$ cat src/design/bsb_pkg.sv
package bsb_pkg;

  // Field and state widths
  localparam int unsigned T_W     = 24;  // sample counter and song length
  localparam int unsigned NB_W    = 3;   // identifier byte count field
  localparam int unsigned SEL_W   = 3;   // formula select
  localparam int unsigned OUT_W   = 12;  // widest sample the formulas give
  localparam int unsigned SQ_W    = 20;  // low bits of t*t that reach a sample
  localparam int unsigned D_W     = T_W - 13;  // divisor (t>>13)&(t>>6)
  localparam int unsigned REM_W   = D_W + 1;
  localparam int unsigned BANK_SIZE = 7;

  localparam logic [T_W-1:0] SONG_RESET = T_W'(11025 * 10);

  // Request codes
  localparam logic REQ_CARD = 1'b0;
  localparam logic REQ_TICK = 1'b1;

  typedef struct packed {
    logic [SEL_W-1:0] first;
    logic [SEL_W-1:0] second;
  } choice_t;

  typedef struct packed {
    logic [SQ_W-1:0]  sq;
    logic [REM_W-1:0] rem;
  } ser_res_t;

  // Add one nibble to a residue modulo seven
  function automatic logic [SEL_W-1:0] mod7_add(logic [SEL_W-1:0] acc, logic [3:0] nib);
    logic [4:0] s;
    s = 5'(acc) + 5'(nib);
    if (s >= 5'(3 * BANK_SIZE)) begin
      s = s - 5'(3 * BANK_SIZE);
    end else if (s >= 5'(2 * BANK_SIZE)) begin
      s = s - 5'(2 * BANK_SIZE);
    end else if (s >= 5'(BANK_SIZE)) begin
      s = s - 5'(BANK_SIZE);
    end
    return s[SEL_W-1:0];
  endfunction

  // First bank of formulas, low bits only
  function automatic logic [OUT_W-1:0] bank_one(logic [SEL_W-1:0] sel, logic [T_W-1:0] t);
    logic [31:0] t32;
    logic [31:0] m;
    logic [31:0] r;
    logic [11:0] p;
    t32 = 32'(t);
    m   = '0;
    p   = '0;
    case (sel)
      3'd0: r = (t32 & (t32 >> 6)) | ((t32 >> 2) & 32'hFF);
      3'd1: r = (t32 << 1) & (((t32 >> 4) | (t32 >> 14)) & 32'h7F);
      3'd2: begin
        m = ((t32 >> 3) | (t32 >> 9)) & 32'd64 & (t32 >> 2);
        r = m[6] ? (t32 << 6) : 32'd0;
      end
      3'd3: r = (((t32 << 2) + t32) & (t32 >> 7)) | (((t32 << 1) + t32) & (t32 >> 10));
      3'd4: begin
        m = (t32 & ((t32 << 1) >> 16)) | (t32 & ((t32 << 1) >> 8));
        r = (m << 1) & 32'h7F;
      end
      3'd5: begin
        m = (t32 >> 12) | (t32 >> 6);
        p = 12'(t32[5:0]) * 12'(m[5:0]);
        r = p[5] ? 32'd64 : 32'd0;
      end
      default: begin
        m = (((t32 << 1) + t32) >> 4) | ((t32 << 1) >> 10);
        p = 12'(t32[5:0]) * 12'(m[5:0]);
        r = p[5] ? 32'd64 : 32'd0;
      end
    endcase
    return r[OUT_W-1:0];
  endfunction

  // Second bank of formulas, low bits only; square and remainder come from the serial unit
  function automatic logic [OUT_W-1:0] bank_two(logic [SEL_W-1:0] sel, logic [T_W-1:0] t,
                                                ser_res_t ser);
    logic [31:0] t32;
    logic [31:0] m;
    logic [31:0] r;
    logic [31:0] rem32;
    logic [9:0]  p;
    t32   = 32'(t);
    rem32 = 32'(ser.rem);
    m     = '0;
    p     = '0;
    case (sel)
      3'd0: begin
        m = (t32 >> 13) & (t32 >> 6);
        r = (m == 32'd0) ? 32'd0 : ((rem32 << 3) - rem32);
      end
      3'd1: r = (32'(ser.sq) >> 8) & (t32 >> t32[13:10]);
      3'd2: r = (32'(ser.sq) >> 7) & (t32 >> t32[11:8]);
      3'd3: begin
        m = (t32 >> 10) | (t32 >> 5);
        p = 10'(t32[4:0]) * 10'(m[4:0]);
        r = p[4] ? 32'd32 : 32'd0;
      end
      3'd4: begin
        m = (t32 >> 14) | (t32 >> 12);
        p = 10'({t32[3:0], 1'b0}) * 10'(m[4:0]);
        r = p[4] ? 32'd32 : 32'd0;
      end
      3'd5: begin
        m = (t32 >> 9) | (t32 >> 13);
        p = 10'(t32[4:0]) * 10'(m[4:0]);
        r = p[4] ? 32'd32 : 32'd0;
      end
      default: begin
        m = (t32 >> 14) | (t32 >> 10);
        p = 10'(t32[3:0]) * 10'(m[3:0]);
        r = p[3] ? 32'd64 : 32'd0;
      end
    endcase
    return r[OUT_W-1:0];
  endfunction

endpackage

$ cat src/design/bsb_if.sv
interface bsb_req_if #(
  parameter int unsigned UID_W = 56
);
  logic                      valid;
  logic                      ready;
  logic                      req_type;
  logic [UID_W-1:0]          uid_value;
  logic [bsb_pkg::NB_W-1:0]  uid_bytes;

  modport source (output valid, output req_type, output uid_value, output uid_bytes,
                  input ready);
  modport sink   (input valid, input req_type, input uid_value, input uid_bytes,
                  output ready);
endinterface

interface bsb_smp_if #(
  parameter int unsigned SAMPLE_BITS = 8
);
  logic                   valid;
  logic                   ready;
  logic [SAMPLE_BITS-1:0] sample;
  logic                   last_sample;

  modport source (output valid, output sample, output last_sample, input ready);
  modport sink   (input valid, input sample, input last_sample, output ready);
endinterface

$ cat src/design/bsb_uid_hash.sv
module bsb_uid_hash #(
  parameter int unsigned MAX_ID_BYTES = 7
) (
  input  logic                     clk_i,
  input  logic                     rst_ni,
  input  logic                     start_i,
  input  logic [8*MAX_ID_BYTES-1:0] uid_i,
  input  logic [bsb_pkg::NB_W-1:0] nbytes_i,
  output logic                     done_o,
  output bsb_pkg::choice_t         choice_o
);
  import bsb_pkg::*;

  localparam int unsigned UID_W = 8 * MAX_ID_BYTES;
  localparam int unsigned CNT_W = $clog2(MAX_ID_BYTES + 1);

  logic             busy_q, busy_d;
  logic [CNT_W-1:0] cnt_q, cnt_d;
  logic [UID_W-1:0] uid_q;
  choice_t          acc_q;
  logic [7:0]       cur_byte;
  logic [CNT_W-1:0] n_clamp;

  assign cur_byte = uid_q[UID_W-1 -: 8];
  assign done_o   = busy_q && (cnt_q == '0);
  assign choice_o = acc_q;

  // Clamp the byte count to the identifier size
  always_comb begin
    if (32'(nbytes_i) > MAX_ID_BYTES) begin
      n_clamp = CNT_W'(MAX_ID_BYTES);
    end else begin
      n_clamp = CNT_W'(nbytes_i);
    end
  end

  // Count down the remaining bytes
  always_comb begin
    busy_d = busy_q;
    cnt_d  = cnt_q;
    if (start_i) begin
      busy_d = 1'b1;
      cnt_d  = n_clamp;
    end else if (done_o) begin
      busy_d = 1'b0;
    end else if (busy_q) begin
      cnt_d = cnt_q - 1'b1;
    end
  end

  always_ff @(posedge clk_i or negedge rst_ni) begin
    if (!rst_ni) begin
      busy_q <= 1'b0;
      cnt_q  <= '0;
      acc_q  <= '0;
    end else begin
      busy_q <= busy_d;
      cnt_q  <= cnt_d;
      // Fold one byte a cycle into the two residues
      if (start_i) begin
        acc_q <= '0;
      end else if (busy_q && (cnt_q != '0)) begin
        acc_q.first  <= mod7_add(acc_q.first, cur_byte[7:4]);
        acc_q.second <= mod7_add(acc_q.second, cur_byte[3:0]);
      end
    end
  end

  // Shift the identifier up one byte a cycle, first byte on top
  always_ff @(posedge clk_i) begin
    if (start_i) begin
      uid_q <= uid_i;
    end else if (busy_q) begin
      uid_q <= uid_q << 8;
    end
  end

endmodule

$ cat src/design/bsb_serial_unit.sv
module bsb_serial_unit (
  input  logic                    clk_i,
  input  logic                    rst_ni,
  input  logic                    start_i,
  input  logic [bsb_pkg::T_W-1:0] t_i,
  output logic                    done_o,
  output bsb_pkg::ser_res_t       res_o
);
  import bsb_pkg::*;

  localparam int unsigned CNT_W = $clog2(T_W);

  logic             busy_q, busy_d;
  logic [CNT_W-1:0] cnt_q, cnt_d;
  logic [SQ_W-1:0]  mpl_q;
  logic [SQ_W-1:0]  mcd_q;
  logic [SQ_W-1:0]  acc_q;
  logic [T_W-1:0]   div_q;
  logic [D_W-1:0]   d_q;
  logic [REM_W-1:0] rem_q;
  logic [REM_W-1:0] r_sh;

  assign done_o    = busy_q && (cnt_q == '0);
  assign res_o.sq  = acc_q;
  assign res_o.rem = rem_q;

  // Bring down the next dividend bit, MSB first
  assign r_sh = {rem_q[D_W-1:0], div_q[T_W-1]};

  // Step counter: one bit of t per cycle
  always_comb begin
    busy_d = busy_q;
    cnt_d  = cnt_q;
    if (start_i) begin
      busy_d = 1'b1;
      cnt_d  = CNT_W'(T_W - 1);
    end else if (done_o) begin
      busy_d = 1'b0;
    end else if (busy_q) begin
      cnt_d = cnt_q - 1'b1;
    end
  end

  always_ff @(posedge clk_i or negedge rst_ni) begin
    if (!rst_ni) begin
      busy_q <= 1'b0;
      cnt_q  <= '0;
    end else begin
      busy_q <= busy_d;
      cnt_q  <= cnt_d;
    end
  end

  // Shift-add square and restoring remainder, side by side
  always_ff @(posedge clk_i) begin
    if (start_i) begin
      mpl_q <= t_i[SQ_W-1:0];
      mcd_q <= t_i[SQ_W-1:0];
      acc_q <= '0;
      div_q <= t_i;
      d_q   <= t_i[T_W-1 -: D_W] & t_i[6 +: D_W];
      rem_q <= '0;
    end else if (busy_q) begin
      mpl_q <= mpl_q >> 1;
      mcd_q <= mcd_q << 1;
      if (mpl_q[0]) begin
        acc_q <= acc_q + mcd_q;
      end
      div_q <= div_q << 1;
      if (r_sh >= {1'b0, d_q}) begin
        rem_q <= r_sh - {1'b0, d_q};
      end else begin
        rem_q <= r_sh;
      end
    end
  end

endmodule

$ cat src/design/card_seeded_bytebeat_synth.sv
// Channel   Direction  Handshake     Payload
// in_if     sink       valid/ready   req_type, uid_value, uid_bytes
// out_if    source     valid/ready   sample, last_sample
// cfg       write      cfg_we_i      cfg_wdata_i (song length)
//
// A card item goes through the hash shifter one byte a cycle.
// A tick item while playing enters the calc state, runs in the bit-serial square and
// remainder unit, then loads the output register from the done state.
// Reset: idle, song length 110250, counter and formula selects cleared.
// A waiting result does not block input; a finished tick waits for the output register.
module card_seeded_bytebeat_synth #(
  parameter int unsigned MAX_ID_BYTES = 7,
  parameter int unsigned SAMPLE_BITS  = 8
) (
  input  logic                    clk_i,
  input  logic                    rst_ni,
  bsb_req_if.sink                 in_if,
  bsb_smp_if.source               out_if,
  input  logic                    cfg_we_i,
  input  logic [bsb_pkg::T_W-1:0] cfg_wdata_i
);
  import bsb_pkg::*;

  localparam int unsigned UID_W = 8 * MAX_ID_BYTES;

  typedef enum logic [4:0] {
    S_IDLE = 5'b00001,
    S_HASH = 5'b00010,
    S_PLAY = 5'b00100,
    S_CALC = 5'b01000,
    S_DONE = 5'b10000
  } state_e;

  state_e                 state_q, state_d;
  logic [T_W-1:0]         idx_q, idx_d;
  logic [T_W-1:0]         song_q;
  logic                   out_vld_q, out_vld_d;
  logic [SAMPLE_BITS-1:0] sample_q;
  logic                   last_q;

  logic                   in_acc;
  logic                   hash_start, hash_done;
  logic                   ser_start, ser_done;
  logic                   out_load;
  logic                   is_last;
  logic [T_W-1:0]         len_m1;
  logic [OUT_W-1:0]       mix;
  choice_t                choice;
  ser_res_t               ser_res;

  bsb_uid_hash #(
    .MAX_ID_BYTES(MAX_ID_BYTES)
  ) u_hash (
    .clk_i    (clk_i),
    .rst_ni   (rst_ni),
    .start_i  (hash_start),
    .uid_i    (UID_W'(in_if.uid_value)),
    .nbytes_i (in_if.uid_bytes),
    .done_o   (hash_done),
    .choice_o (choice)
  );

  bsb_serial_unit u_ser (
    .clk_i   (clk_i),
    .rst_ni  (rst_ni),
    .start_i (ser_start),
    .t_i     (idx_q),
    .done_o  (ser_done),
    .res_o   (ser_res)
  );

  assign in_if.ready = (state_q == S_IDLE) || (state_q == S_PLAY);
  assign in_acc      = in_if.valid && in_if.ready;

  // Last sample test; a zero length plays one sample
  assign len_m1  = (song_q == '0) ? '0 : song_q - 1'b1;
  assign is_last = idx_q >= len_m1;

  // Mix the two banks
  assign mix = bank_one(choice.first, idx_q) + bank_two(choice.second, idx_q, ser_res);

  // Sequence cards and ticks
  always_comb begin
    state_d    = state_q;
    idx_d      = idx_q;
    hash_start = 1'b0;
    ser_start  = 1'b0;
    out_load   = 1'b0;
    case (state_q)
      S_IDLE: begin
        if (in_acc && (in_if.req_type == REQ_CARD)) begin
          hash_start = 1'b1;
          state_d    = S_HASH;
        end
      end
      S_HASH: begin
        if (hash_done) begin
          idx_d   = '0;
          state_d = S_PLAY;
        end
      end
      S_PLAY: begin
        if (in_acc && (in_if.req_type == REQ_TICK)) begin
          ser_start = 1'b1;
          state_d   = S_CALC;
        end
      end
      S_CALC: begin
        if (ser_done) begin
          state_d = S_DONE;
        end
      end
      S_DONE: begin
        if (!out_vld_q || out_if.ready) begin
          out_load = 1'b1;
          if (is_last) begin
            state_d = S_IDLE;
          end else begin
            idx_d   = idx_q + 1'b1;
            state_d = S_PLAY;
          end
        end
      end
      default: state_d = S_IDLE;
    endcase
  end

  // Hold the output item until taken
  always_comb begin
    out_vld_d = out_vld_q;
    if (out_load) begin
      out_vld_d = 1'b1;
    end else if (out_if.ready) begin
      out_vld_d = 1'b0;
    end
  end

  always_ff @(posedge clk_i or negedge rst_ni) begin
    if (!rst_ni) begin
      state_q   <= S_IDLE;
      idx_q     <= '0;
      out_vld_q <= 1'b0;
      song_q    <= SONG_RESET;
    end else begin
      state_q   <= state_d;
      idx_q     <= idx_d;
      out_vld_q <= out_vld_d;
      if (cfg_we_i) begin
        song_q <= cfg_wdata_i;
      end
    end
  end

  // Load the output payload
  always_ff @(posedge clk_i) begin
    if (out_load) begin
      sample_q <= mix[SAMPLE_BITS-1:0];
      last_q   <= is_last;
    end
  end

  assign out_if.valid       = out_vld_q;
  assign out_if.sample      = sample_q;
  assign out_if.last_sample = last_q;

  // A new output item comes only from the done state
  a_out_from_done: assert property (@(posedge clk_i) disable iff (!rst_ni)
    $rose(out_vld_q) |-> $past(state_q == S_DONE))
    else $error("output item raised outside the done state");

  // The serial unit finishes only while a tick is being worked
  a_ser_in_calc: assert property (@(posedge clk_i) disable iff (!rst_ni)
    ser_done |-> (state_q == S_CALC))
    else $error("serial unit finished outside the calc state");

  // The final sample of a song returns the block to idle
  a_last_idle: assert property (@(posedge clk_i) disable iff (!rst_ni)
    (out_load && is_last) |=> (state_q == S_IDLE))
    else $error("last sample did not end playback");

endmodule

$ cat src/flat_wrapper.sv
// flat-port wrapper written by rule: the top's interface ports become plain ports
module card_seeded_bytebeat_synth_flat import bsb_pkg::*;
#(
  parameter int unsigned MAX_ID_BYTES = 7,
  parameter int unsigned SAMPLE_BITS  = 8
)
  (clk_i, rst_ni, cfg_we_i, cfg_wdata_i, in_if_valid, in_if_req_type, in_if_uid_value, in_if_uid_bytes, in_if_ready, out_if_valid, out_if_sample, out_if_last_sample, out_if_ready);
  bsb_req_if #(.UID_W(56)) in_if_i ();
  bsb_smp_if #(.SAMPLE_BITS(SAMPLE_BITS)) out_if_i ();
  input  logic clk_i;
  input  logic rst_ni;
  input  logic cfg_we_i;
  input  logic [bsb_pkg::T_W-1:0] cfg_wdata_i;
  input wire logic [$bits(in_if_i.valid)-1:0] in_if_valid;
  input wire logic [$bits(in_if_i.req_type)-1:0] in_if_req_type;
  input wire logic [$bits(in_if_i.uid_value)-1:0] in_if_uid_value;
  input wire logic [$bits(in_if_i.uid_bytes)-1:0] in_if_uid_bytes;
  output wire logic [$bits(in_if_i.ready)-1:0] in_if_ready;
  output wire logic [$bits(out_if_i.valid)-1:0] out_if_valid;
  output wire logic [$bits(out_if_i.sample)-1:0] out_if_sample;
  output wire logic [$bits(out_if_i.last_sample)-1:0] out_if_last_sample;
  input wire logic [$bits(out_if_i.ready)-1:0] out_if_ready;
  assign in_if_i.valid = in_if_valid;
  assign in_if_i.req_type = in_if_req_type;
  assign in_if_i.uid_value = in_if_uid_value;
  assign in_if_i.uid_bytes = in_if_uid_bytes;
  assign in_if_ready = in_if_i.ready;
  assign out_if_valid = out_if_i.valid;
  assign out_if_sample = out_if_i.sample;
  assign out_if_last_sample = out_if_i.last_sample;
  assign out_if_i.ready = out_if_ready;
  card_seeded_bytebeat_synth #(.MAX_ID_BYTES(MAX_ID_BYTES), .SAMPLE_BITS(SAMPLE_BITS)) u_core (.clk_i(clk_i), .rst_ni(rst_ni), .in_if(in_if_i), .out_if(out_if_i), .cfg_we_i(cfg_we_i), .cfg_wdata_i(cfg_wdata_i));
endmodule
$ cat config.mk
export PLATFORM = sky130hd
export DESIGN_NAME = card_seeded_bytebeat_synth_flat
export DESIGN_NICKNAME = d
export VERILOG_FILES = /design/src/design/bsb_pkg.sv /design/src/design/bsb_if.sv /design/src/design/bsb_uid_hash.sv /design/src/design/bsb_serial_unit.sv /design/src/design/card_seeded_bytebeat_synth.sv /design/src/flat_wrapper.sv
export SDC_FILE = /design/constraint.sdc
export NUM_CORES = 1
export LEC_CHECK = 0
export ABC_AREA = 1
export CORE_UTILIZATION = 59
export CTS_CLUSTER_SIZE = 20
export DETAILED_ROUTE_END_ITERATION = 6
export DONT_BUFFER_PORTS = 1
export MAX_ROUTING_LAYER = met4
export PLACE_DENSITY = 0.78
export REMOVE_ABC_BUFFERS = 1
export SETUP_SLACK_MARGIN = 0.02
export SLEW_MARGIN = 10
export SYNTH_ARGS = -nofsm -noshare
export SYNTH_HDL_FRONTEND = slang
export SYNTH_HIERARCHICAL = 1
export SYNTH_SLANG_ARGS = --single-unit
export TNS_END_PERCENT = 100
$ cat constraint.sdc
create_clock -name clk_i -period 4.8 [get_ports clk_i]
set_clock_uncertainty 0.15 [all_clocks]
set_input_delay 0.48 -clock clk_i [delete_from_list [all_inputs] [get_ports clk_i]]
set_output_delay 0.48 -clock clk_i [all_outputs]
set_load 0.005 [all_outputs]
==> impl_metrics.tcl <==
set metrics [dict create \
    status "complete, but fails checks" \
    violations "DRC, setup timing" \
    place_ws_ns -0.425 \
    critPathMaxFanout 4 \
    tightestPinTransition_ns 1.31 \
    rsz0062_at_grt "yes" \
    netSwitchingFraction_pct 49.9 \
    critPathCaptureType "register" \
    cp_data_required_time_ns 4.94 \
    max_slew_margin_pct 12.5 \
    power_frac_clock_pct 14.0 \
    cts_buffer_depth 3 \
    grt_pass1_vias 16300 \
    stdcell_count 2940 \
    dp_hpwl_um 35900 \
    wl_um 53200 \
    slew_viol_final 0 \
    postRouteAntennaNets 0 \
    avgRoutedWirePerCell_um 18.1 \
    yosys_warnings 6 \
    cp_slowest_cell "fa_1" \
    path_common_cell "nand2_1" \
    synth_area_mm2 0.0173 \
    internal-power_w 0.00690 \
    hp-class "in -> reg" \
    path_delay_family "adder cells" \
    fillerInstances 2286 \
    grt_pass1_wl_um 85200 \
    fin_nets 2765 \
    portBuffers 0 \
    avgSynthCellArea_um2 7.18 \
    root_buffer "clkbuf_16" \
    regArea_mm2 0.00591 \
    track_usage_pct 36.6 \
    die-area_mm2 0.0299 \
    coreArea_mm2 0.0288 \
    drive_gt1_share_pct 10.3 \
    final_cell_mix "771 x nand2_1, 278 x inv_1, 198 x nor2_1" \
    cts_tree "yes" \
    critPathLaunchType "register" \
    grt_overflow 0 \
    cts.sinks 217 \
    combPwrFrac_pct 61.4 \
    grt_max_degree 71 \
    row_count 62 \
    cap_violations 0 \
    ir_drop_v 0.000839 \
    multi_input_area_mm2 0.0100 \
    seqPwrFrac_pct 24.6 \
    htree_levels 1 \
    drt_iter0_markers 1897 \
    initial_core_util_pct 60.0 \
    finalCritPeriodShare_pct 105 \
    clock.fmax_ghz 0.199 \
    die_x_um 173 \
    via_per_inst 5.76 \
    path_buf_inv 7 \
    remaining_drc_errors 4 \
    clk_latency_ns 0.55 \
    die_y_um 173 \
    cp.arrival_ns 5.17 \
    totalNegativeSetupSlack_ns -0.428 \
    dp_cells 2796 \
    final-setup-viol-count 2 \
    clkTransAtPathRegs_ns 0.06 \
    power_density_mw_per_mm2 687 \
    area_growth_syn_to_layout_pct 16.0 \
    p_sw_w 0.00686 \
    power_w 0.0138 \
    syn_inst 2405 \
    drtPass1Iterations 7 \
    timing_worst_setup_path_type "reg -> reg" \
    grt_antenna_before_repair 1 \
    leakage_nw 9.81 \
    vias 16900 \
    max_stage_delay_ns 0.58 \
    pin_count 100 \
    hold_viol_final 0 \
    place_congestion 1.05 \
    setup_slack_ns -0.221 \
    final_common_cell "nand2_1" \
    period_minus_slack_ns 5.02 \
    numCtsBuffers 26 \
]
-- layer usage --
metal  vias up  GRT usage, %  routed length, µm
li1       8094             -                  -
met4         0          15.1               2400
met2       840          59.1              24700
met1      7820          46.1              21300
met3       185          5.26               4770
met5         -             -                  0
-- sequential cells by signal (all words and copies together), names as in the netlist --
register and flops:
u_core/out_if.sample 8, u_core/u_ser/rem_q 11, u_core/u_ser/acc_q 16, u_core/idx_q 24
u_core/u_ser/cnt_q 5, u_core/u_hash/busy_q 1, u_core/u_ser/div_q 23, u_core/out_if.valid 1
u_core/song_q 24, u_core/u_ser/mpl_q 20, u_core/u_hash/choice_o 6, u_core/u_hash/uid_q 56
u_core/u_ser/d_q 11, u_core/out_if.last_sample 1, u_core/u_ser/mcd_q 1, u_core/u_ser/busy_q 1
u_core/state_q 5, u_core/u_hash/cnt_q 3
-- final cells by class --
| class | count | area share, % |
|---|---|---|
| diodes | 1 | 0.0125 |
| inverters | 291 | 5.46 |
| multi-input cells | 1812 | 50.1 |
| clock buffers | 37 | 3.84 |
| clock inverters | 11 | 0.287 |
| repair buffers | 187 | 8.39 |
| flip-flops and latches | 217 | 29.5 |
| well taps | 384 | 2.40 |
-- stage by stage --
step	hold slack, ns	cell area [µm²]	util [%]
after floorplan	0.0344	16800	-
after global placement	0.0372	18000	62.7
after detailed placement	0.0371	18000	62.7
after CTS	0.0387	19900	69.3
after global routing	0.0641	20000	69.6
final	0.0808	20000	69.6
-- what timing repair did --
| action | CTS | global route |
|---|---|---|
| endpoints found under the hold margin | 154 | 0 |
| setup endpoints to repair | 2 | 2 |
| hold buffers | 88 | 0 |
| setup buffers | 5 | 2 |
| pin swaps | 15 | 7 |
| resized for setup | 30 | 11 |
-- worst paths after layout --
check,depth (start not counted),slack (ns),endpoint,from
hold reg to reg,2,0.30,u_core/u_ser/rem_q[10]$_SDFFE_PP0P_,u_core/u_ser/rem_q[10]$_SDFFE_PP0P_
min in group asynchronous,2,0.33,u_core/idx_q[5]$_DFFE_PN0P_,rst_ni
setup / recovery,31,-0.22,u_core/out_if.sample[6]$_DFFE_PP_,u_core/idx_q[3]$_DFFE_PN0P_
setup reg to reg,31,-0.22,u_core/out_if.sample[6]$_DFFE_PP_,u_core/idx_q[3]$_DFFE_PN0P_
max in group asynchronous,2,3.78,u_core/u_ser/busy_q$_DFFE_PN0P_,rst_ni
hold / removal,2,0.08,u_core/song_q[10]$_DFFE_PN1P_,cfg_we_i
-- power groups by stage --
stage                     Sequential, W  Clock, W  Combinational [W]
after global routing            0.00343   0.00202            0.00934
after global placement          0.00332         0            0.00752
after CTS                       0.00333   0.00193            0.00802
after floorplan                 0.00339         0            0.00519
final                           0.00339   0.00192            0.00845
after detailed placement        0.00335         0            0.00773
Note: power is estimated with default switching activity, not from simulation.
